`config.mk`:
```
export PLATFORM = sky130hd
export DESIGN_NAME = prs_ctrl
export DESIGN_NICKNAME = d
export VERILOG_FILES = /design/src/rtl/core/prs_pkg.sv /design/src/rtl/core/prs_ctrl.sv
export SDC_FILE = /design/constraint.sdc
export NUM_CORES = 1
export LEC_CHECK = 0
export BUFFER_PORTS_ARGS = -buffer_cell sky130_fd_sc_hd__buf_2
export CORE_AREA = 8 8 45 47
export DETAILED_ROUTE_END_ITERATION = 10
export DIE_AREA = 0 0 53 55
export PLACE_DENSITY = 0.56
export SYNTH_ARGS = -nofsm -noshare
export SYNTH_HDL_FRONTEND = slang
export SYNTH_SLANG_ARGS = --single-unit
```
`constraint.sdc`:
```
create_clock -name clock -period 4.3 [get_ports clock]
set_input_delay 0.86 -clock clock [delete_from_list [all_inputs] [get_ports clock]]
set_output_delay 0.86 -clock clock [all_outputs]
set_load 0.01 [all_outputs]
```
`src/rtl/core/prs_pkg.sv`:
```
// Shared types, constants and codes of the per-sender signal strength smoother.
package prs_pkg;

   localparam int TABLE_ENTRIES = 128;
   localparam int ENTRY_W       = $clog2(TABLE_ENTRIES);
   localparam int COUNT_W       = $clog2(TABLE_ENTRIES + 1);
   localparam int ID_W          = 56;
   localparam int RSSI_W        = 8;
   localparam int FILT_W        = 16;
   localparam int SLOT_W        = 7;
   localparam int STORE_W       = 24;
   localparam int ALPHA_W       = 17;
   localparam int CSR_INDEX_W   = 8;
   localparam int DIFF_W        = STORE_W + 1;
   localparam int PROD_W        = DIFF_W + ALPHA_W + 1;
   localparam int STEP_W        = PROD_W - 16;

   localparam logic [ALPHA_W-1:0] ALPHA_ONE   = ALPHA_W'(65536);
   localparam logic [ALPHA_W-1:0] ALPHA_RESET = ALPHA_W'(1311);

   localparam logic [CSR_INDEX_W-1:0] CSR_ALPHA = CSR_INDEX_W'(0);
   localparam logic [CSR_INDEX_W-1:0] CSR_MODE  = CSR_INDEX_W'(1);

   typedef struct packed {
      logic [ID_W-1:0]          sender_id;
      logic signed [RSSI_W-1:0] rssi_in;
   } req_type;

   typedef struct packed {
      logic signed [FILT_W-1:0] filtered_rssi;
      logic [SLOT_W-1:0]        slot;
   } rsp_type;

   typedef struct packed {
      logic load;
      logic search;
      logic resolve;
      logic read_store;
      logic mul;
      logic update;
   } cmd_type;

   typedef struct packed {
      logic search_done;
   } status_type;

   typedef enum logic [6:0] {
      ST_IDLE    = 7'b0000001,
      ST_SEARCH  = 7'b0000010,
      ST_RESOLVE = 7'b0000100,
      ST_READ    = 7'b0001000,
      ST_MUL     = 7'b0010000,
      ST_UPDATE  = 7'b0100000,
      ST_RESP    = 7'b1000000
   } state_type;

endpackage

```
`src/rtl/core/prs_ctrl.sv`:
```
// Controller state machine: sequences search, entry assignment, average read, multiply, update and response.
module prs_ctrl (
   input  logic                clock,
   input  logic                reset,
   input  logic                req_valid,
   output logic                req_ready,
   output logic                rsp_valid,
   input  logic                rsp_ready,
   input  prs_pkg::status_type status,
   output prs_pkg::cmd_type    cmd
);
   import prs_pkg::*;

   state_type state_ff, state_in;

   always_ff @(posedge clock) begin
      if (reset) begin
         state_ff <= ST_IDLE;
      end else begin
         state_ff <= state_in;
      end
   end

   always_comb begin
      state_in = state_ff;
      cmd      = '0;
      case (state_ff)
         ST_IDLE: begin
            if (req_valid) begin
               cmd.load = 1'b1;
               state_in = ST_SEARCH;
            end
         end
         ST_SEARCH: begin
            cmd.search = 1'b1;
            if (status.search_done) begin
               state_in = ST_RESOLVE;
            end
         end
         ST_RESOLVE: begin
            cmd.resolve = 1'b1;
            state_in    = ST_READ;
         end
         ST_READ: begin
            cmd.read_store = 1'b1;
            state_in       = ST_MUL;
         end
         ST_MUL: begin
            cmd.mul  = 1'b1;
            state_in = ST_UPDATE;
         end
         ST_UPDATE: begin
            cmd.update = 1'b1;
            state_in   = ST_RESP;
         end
         ST_RESP: begin
            if (rsp_ready) begin
               state_in = ST_IDLE;
            end
         end
         default: begin
            state_in = ST_IDLE;
         end
      endcase
   end

   assign req_ready = (state_ff == ST_IDLE);
   assign rsp_valid = (state_ff == ST_RESP);

endmodule

```
==> Yosys cells after proc, flatten, opt, wreduce, memory -nomap -nowiden <==
Cells that the tools add are included.
Widths: inputs -> output; s select.
{ "totals": {"input_bits": 5, "register_bits": 7} }
{ "classes": {"n_reduce_logical": 1, "mux": 11, "n_eq_ne": 10} }
{ "op_table": {"columns": ["cell", "count"], "rows": [
  ["$pmux 7 s7", 1],
  ["$mux 7", 3],
  ["$eq 7x1->1 const B", 1],
  ["$eq 7x2->1 const B", 1],
  ["$eq 7x3->1 const B", 1],
  ["$eq 7x4->1 const B", 1],
  ["$eq 7x5->1 const B", 1],
  ["$eq 7x6->1 const B", 1],
  ["$eq 7x7->1 const B", 1],
  ["$mux 1", 7],
  ["$ne 2x2->1 const B", 2],
  ["$reduce_and 3->1", 1],
  ["$ne 2x1->1 const B", 1]
]} }

==> Longest topological paths before layout <==
Gate-level depths: netlist of run 1.
{ "logic_depth": {"word_depth": 3, "mapped_depth": 6, "ltp_nobuf": 4} }

==> Worst setup path after synthesis of run 1 <==
No wires, ideal clock.
{ "synth_path": {"path_type": "register to output", "from": "register state_ff[2]", "to": "output cmd[5] in the netlist's numbering", "path_stages_with_launch": 5, "arrival_ps": 1462, "n_path_buf": 2, "path_slack_ps": 1978, "cell_sequence": "dfxtp_1 > buf_6 > or4_4 > buf_6 > nor4_1"} }
{ "synth_lines": {"columns": ["item", "line_no", "rtl"], "rows": [
  ["start, declared", "prs_ctrl.sv:14", "state_type state_ff, state_in;"],
  ["start signal, assigned", "prs_ctrl.sv:20", "state_ff <= state_in;"],
  ["end, declared", "prs_ctrl.sv:10", "output prs_pkg::cmd_type cmd"]
]} }

==> results of run 1 <==
[worst max-delay path, stage by stage (launching register included)]
cell and delay (ns):
dfxtp_1 0.38, or4_4 0.60, nor4_1 0.24, buf_2 0.18
[how the worst max path moves through the flow]
stage | from | to | slack (ns) | cells past startpoint
after floorplan | state_ff[2] | cmd[5] | 1.98 | 4
after global placement | req_valid | cmd[5] | 2.06 | 4
after detailed placement | req_valid | cmd[5] | 2.04 | 4
after CTS | state_ff[2] | cmd[5] | 1.79 | 3
after global routing | state_ff[5] | cmd[4] | 1.73 | 3
final | state_ff[2] | cmd[5] | 1.81 | 3
[power groups by stage]
stage / clock network (mW) / logic (mW) / registers, mW
after floorplan: 0 / 0.0463 / 0.0721
after global placement: 0 / 0.0509 / 0.0769
after detailed placement: 0 / 0.0514 / 0.0767
after CTS: 0.0592 / 0.0516 / 0.0754
after global routing: 0.0620 / 0.0564 / 0.0763
final: 0.0561 / 0.0509 / 0.0755
[cell type report]
cell class              instances  area (um2)
fillers                       145         875
repair buffers                 12        60.1
flip-flops and latches          7         140
clock buffers                   4        26.3
well taps                      16        20.0
multi-input cells              39         248
inverters                       4        15.0
[cells in the mapped netlist]
cell | instances | share of area
nor2_2 | 1 | 0.014
nor4_1 | 3 | 0.043
inv_1 | 4 | 0.034
a21o_2 | 1 | 0.020
o31a_1 | 1 | 0.020
xnor2_1 | 1 | 0.020
o21ai_0 | 1 | 0.011
nor2_1 | 7 | 0.060
o41ai_1 | 1 | 0.020
dfxtp_1 | 7 | 0.32
nand2_1 | 3 | 0.026
nand2b_1 | 3 | 0.043
nand3_1 | 1 | 0.011
nor4b_1 | 5 | 0.10
nor3_1 | 4 | 0.046
buf_2 | 2 | 0.023
and3_1 | 1 | 0.014
nor3b_1 | 1 | 0.017
buf_6 | 2 | 0.051
nor3_4 | 1 | 0.037
clkbuf_1 | 1 | 0.0085
or4_4 | 1 | 0.026
a21oi_1 | 2 | 0.023
o22ai_1 | 1 | 0.014
[stage by stage]
step                hold WS, ns   util  worst slack, ns  cell area (um2)
finish                    0.522  0.368             1.81              509
global route              0.562  0.368             1.73              509
CTS                       0.523  0.368             1.79              509
detailed placement        0.517  0.349             2.04              483
global placement          0.522  0.349             2.06              483
floorplan                 0.488      -             1.98              439
[logic make-up after synthesis]
logic type / count (synthesis) / share of synthesized area
buf+inv: 9 / 0.117
compound gates: 7 / 0.108
flops: 7 / 0.319
simple gates: 31 / 0.436
xor+xnor: 1 / 0.0199
[per-layer routing]
layer | global-route usage | share of wire | vias up
li1 | - | - | 220
met1 | 0.0733 | 0.46 | 176
met2 | 0.117 | 0.46 | 10
met3 | 0.00802 | 0.061 | 2
met4 | 0.0647 | 0.021 | 0
met5 | 0 | 0 | -
==> flow_metrics.py, run 1 <==
metrics = {
    "power": {
        "p_leak_nw": 0.215,
        "clockPowerShare": 0.307,
        "power_uw": 182,
        "power_frac_seq": 0.414,
        "peakVddDrop_mv": 0.144,
        "switching_power_uw": 55.5,
        "p_per_area_nw_per_um2": 358,
        "combPwrFrac": 0.279,
        "p_int_uw": 127,
        "p_sw_frac": 0.304,
    },
    "timing": {
        "finalSetupTns_ns": 0,
        "drv_slew": 0,
        "relSlewSlack": 0.713,
        "fin_crit_ns": 2.49,
        "fin_worst_skew_ns": 0.00108,
        "period_share": 0.580,
        "worstMarginPinSlew_ns": 0.426,
        "rsz0062_at_grt": "false",
        "hold_violations": 0,
        "fmax_mhz": 401,
        "setup_viol": 0,
    },
    "hold_path": {
        "worstHoldPathCells": 2,
        "worstHoldPathType": "reg2reg",
        "hold_end": "state_ff[5]",
        "hp-start": "state_ff[4]",
    },
    "clocking": {
        "path_clk_slew_ns": 0.05,
        "ctsHtreeMaxLevel": 1,
        "cts_tree": "yes",
        "root_buffer": "clkbuf_4",
        "numCtsBuffers": 3,
        "cts_hold_buf": 0,
        "cts.sinks": 7,
        "insertion_delay_ns": 0.24,
        "cts.path.max_buffers": 2,
        "cts.repair.resized": 0,
        "post_cts_buffers": 0,
    },
    "logic_synthesis": {
        "ys_ff_latch": 7,
        "synth-seq-area-share": 0.319,
        "synthesis.area_um2": 439,
        "syn-num-nets": 60,
        "ys_types": 24,
        "yosysWarningCount": 0,
        "avgSynthCellArea_um2": 7.98,
        "syn_inst": 55,
    },
    "placed_design": {
        "dp_hpwl_um": 746,
        "gp_congestion": 0.748,
        "port_buffers": 12,
        "placed_cells": 78,
    },
    "floorplan": {
        "ios": 13,
        "die_y_um": 55,
        "die_w_um": 53,
        "start_util": 0.317,
        "die_area_um2": 2920,
        "core_um2": 1380,
        "rows": 14,
    },
    "critical_path": {
        "crit_required_ns": 3.44,
        "end_kind": "primary output",
        "reg2reg_to": "state_ff[0]",
        "critical_path_arrival_ns": 1.63,
        "r2r_setup_slack_ns": 2.82,
        "path_class": "reg2out",
        "r2r_cells": 4,
        "cp-start-kind": "flop",
        "cp_max_fo": 9,
        "rr_startpoint": "state_ff[2]",
    },
    "flow_run": {
        "maxCapViolCount": 0,
    },
    "route": {
        "routed_via_density": 4.98,
        "wirelength_um": 925,
        "routedWlPerCell_um": 11.3,
        "drc": 0,
        "drtPass1Iterations": 4,
        "drt-initial-drc-count": 5,
        "num_vias": 408,
        "ant_nets": 0,
    },
    "layout": {
        "layoutNonFillerInstCount": 82,
        "mostFrequentLayoutCells": "buf_2, nor2_1, dfxtp_1",
        "area_growth_syn_to_layout_pct": 16.0,
        "regMostFlops": "state_ff",
        "top_regs": "state_ff: 7 flops",
        "final_common_cell": "buf_2",
        "largest_reg_flops": 7,
        "drive_gt1_frac": 0.288,
        "num-nets-final": 72,
        "diodes": 0,
    },
    "global_routing": {
        "grt_pass1_vias": 368,
        "grt_use_total": 0.0690,
        "grt_max_degree": 11,
        "grt_pass1_wl_um": 1500,
        "gr-total-overflow": 0,
        "antenna_found_initial": 0,
    },
    "outcome": {
        "run_status": "complete, no violations",
    },
}
(Power assumes the default switching activity.)
==> run 2: changes to the inputs <==
Clock period 4.3 ns to 2.4 ns, I/O delays scaled along.
==> flow_metrics.py, run 2 (same netlist as run 1, synthesis figures left out) <==
metrics = {
    "floorplan": {
        "start_util": 0.317,
        "rows": 14,
        "ios": 13,
        "die_y_um": 55,
        "core_um2": 1380,
        "die_area_um2": 2920,
        "die_w_um": 53,
    },
    "flow_run": {
        "maxCapViolCount": 0,
    },
    "hold_path": {
        "worstHoldPathType": "in2reg",
        "hp-start": "reset",
        "worstHoldPathCells": 2,
    },
    "power": {
        "combPwrFrac": 0.280,
        "p_leak_nw": 0.220,
        "peakVddDrop_mv": 0.282,
        "power_uw": 328,
        "clockPowerShare": 0.307,
        "p_sw_frac": 0.307,
        "p_per_area_nw_per_um2": 635,
        "p_int_uw": 227,
        "switching_power_uw": 101,
        "power_frac_seq": 0.413,
    },
    "timing": {
        "relSlewSlack": 0.724,
        "finalSetupTns_ns": 0,
        "hold_violations": 0,
        "fin_crit_ns": 2.12,
        "fmax_mhz": 473,
        "rsz0062_at_grt": "false",
        "drv_slew": 0,
        "period_share": 0.882,
        "setup_viol": 0,
        "worstMarginPinSlew_ns": 0.410,
        "fin_worst_skew_ns": 0.00271,
    },
    "clocking": {
        "ctsHtreeMaxLevel": 1,
        "cts_tree": "yes",
        "insertion_delay_ns": 0.24,
        "root_buffer": "clkbuf_4",
        "path_clk_slew_ns": 0.05,
        "numCtsBuffers": 3,
        "post_cts_buffers": 0,
        "cts.path.max_buffers": 2,
        "cts_hold_buf": 0,
        "cts.sinks": 7,
        "cts.repair.resized": 0,
    },
    "route": {
        "drtPass1Iterations": 4,
        "drt-initial-drc-count": 7,
        "ant_nets": 0,
        "routedWlPerCell_um": 12.0,
        "wirelength_um": 993,
        "num_vias": 417,
        "routed_via_density": 5.02,
        "drc": 0,
    },
    "global_routing": {
        "antenna_found_initial": 0,
        "grt_pass1_vias": 393,
        "gr-total-overflow": 0,
        "grt_max_degree": 10,
        "grt_use_total": 0.0766,
        "grt_pass1_wl_um": 1590,
    },
    "layout": {
        "mostFrequentLayoutCells": "buf_2, nor2_1, dfxtp_1",
        "fill_cells": 156,
        "num-nets-final": 73,
        "area_growth_syn_to_layout_pct": 17.7,
        "top_regs": "state_ff: 7 flops",
        "regMostFlops": "state_ff",
        "diodes": 0,
        "largest_reg_flops": 7,
        "drive_gt1_frac": 0.299,
        "final_common_cell": "buf_2",
    },
    "critical_path": {
        "crit_cells": 3,
        "cp-start-kind": "flop",
        "cp_max_fo": 9,
        "r2r_cells": 4,
        "end_kind": "primary output",
        "path_class": "reg2out",
        "critical_path_arrival_ns": 1.64,
        "crit_start": "state_ff[2]",
        "slowest_delay_ns": 0.60,
        "crit_required_ns": 1.92,
        "rr_startpoint": "state_ff[2]",
        "cp.buffers_inverters": 1,
        "path_delay_family": "simple AND/OR/NAND/NOR gates",
        "slowest_stage": "or4_4",
        "path_cells": "or4_4 -> nor4_1 -> buf_2",
    },
    "placed_design": {
        "dp_hpwl_um": 789,
        "gp_congestion": 0.788,
        "port_buffers": 12,
    },
    "outcome": {
        "run_status": "complete, no violations",
    },
}
## run 2: cell types whose count changed in the layout (fill, tap and decap cells not counted)
cell   change
buf_4      +1
## run 2: layout make-up
| class | instances | area (um2) | share of cell area |
|---|---|---|---|
| Timing Repair Buffer | 13 | 67.6 | 0.131 |
| Tap cell | 16 | 20.0 | 0.0387 |
| Sequential cell | 7 | 140 | 0.271 |
| Multi-Input combinational cell | 39 | 248 | 0.479 |
| Clock buffer | 4 | 26.3 | 0.0508 |
| Inverter | 4 | 15.0 | 0.0291 |
## run 2: power by group through the flow
stage | clock network, mW | registers [mW] | logic [mW]
after floorplan | 0 | 0.129 | 0.0829
after global placement | 0 | 0.138 | 0.0918
after detailed placement | 0 | 0.138 | 0.0925
after CTS | 0.107 | 0.135 | 0.0930
after global routing | 0.111 | 0.136 | 0.102
final | 0.101 | 0.136 | 0.0918
## run 2: final timing paths
check           endpoint  slack, ns
max               cmd[5]       0.28
min          state_ff[6]       0.44
max reg2reg  state_ff[0]       0.92
min reg2reg  state_ff[5]       0.54
## run 2: stage by stage
step | utilization | hold WS, ns | setup slack [ns] | instance area, um2 | cells
CTS | 0.373 | 0.430 | 0.277 | 517 | 83
finish | 0.373 | 0.439 | 0.284 | 517 | 83
floorplan | - | 0.488 | 0.458 | 439 | 55
global placement | 0.354 | 0.523 | 0.564 | 490 | 79
global route | 0.373 | 0.435 | 0.190 | 517 | 83
detailed placement | 0.354 | 0.533 | 0.547 | 490 | 79
## run 2: worst reg2reg max path: stages (launching register included)
cell	delay, ns
dfxtp_1	0.38
or4_4	0.60
nor3_4	0.23
a21oi_1	0.10
o41ai_1	0.06
## run 2: layer usage
layer	global-route usage	up-vias	wire length, um
met2	0.117	14	467
met3	0.0187	2	52
met1	0.0793	184	451
met5	0	-	0
li1	-	217	-
met4	0.0905	0	22
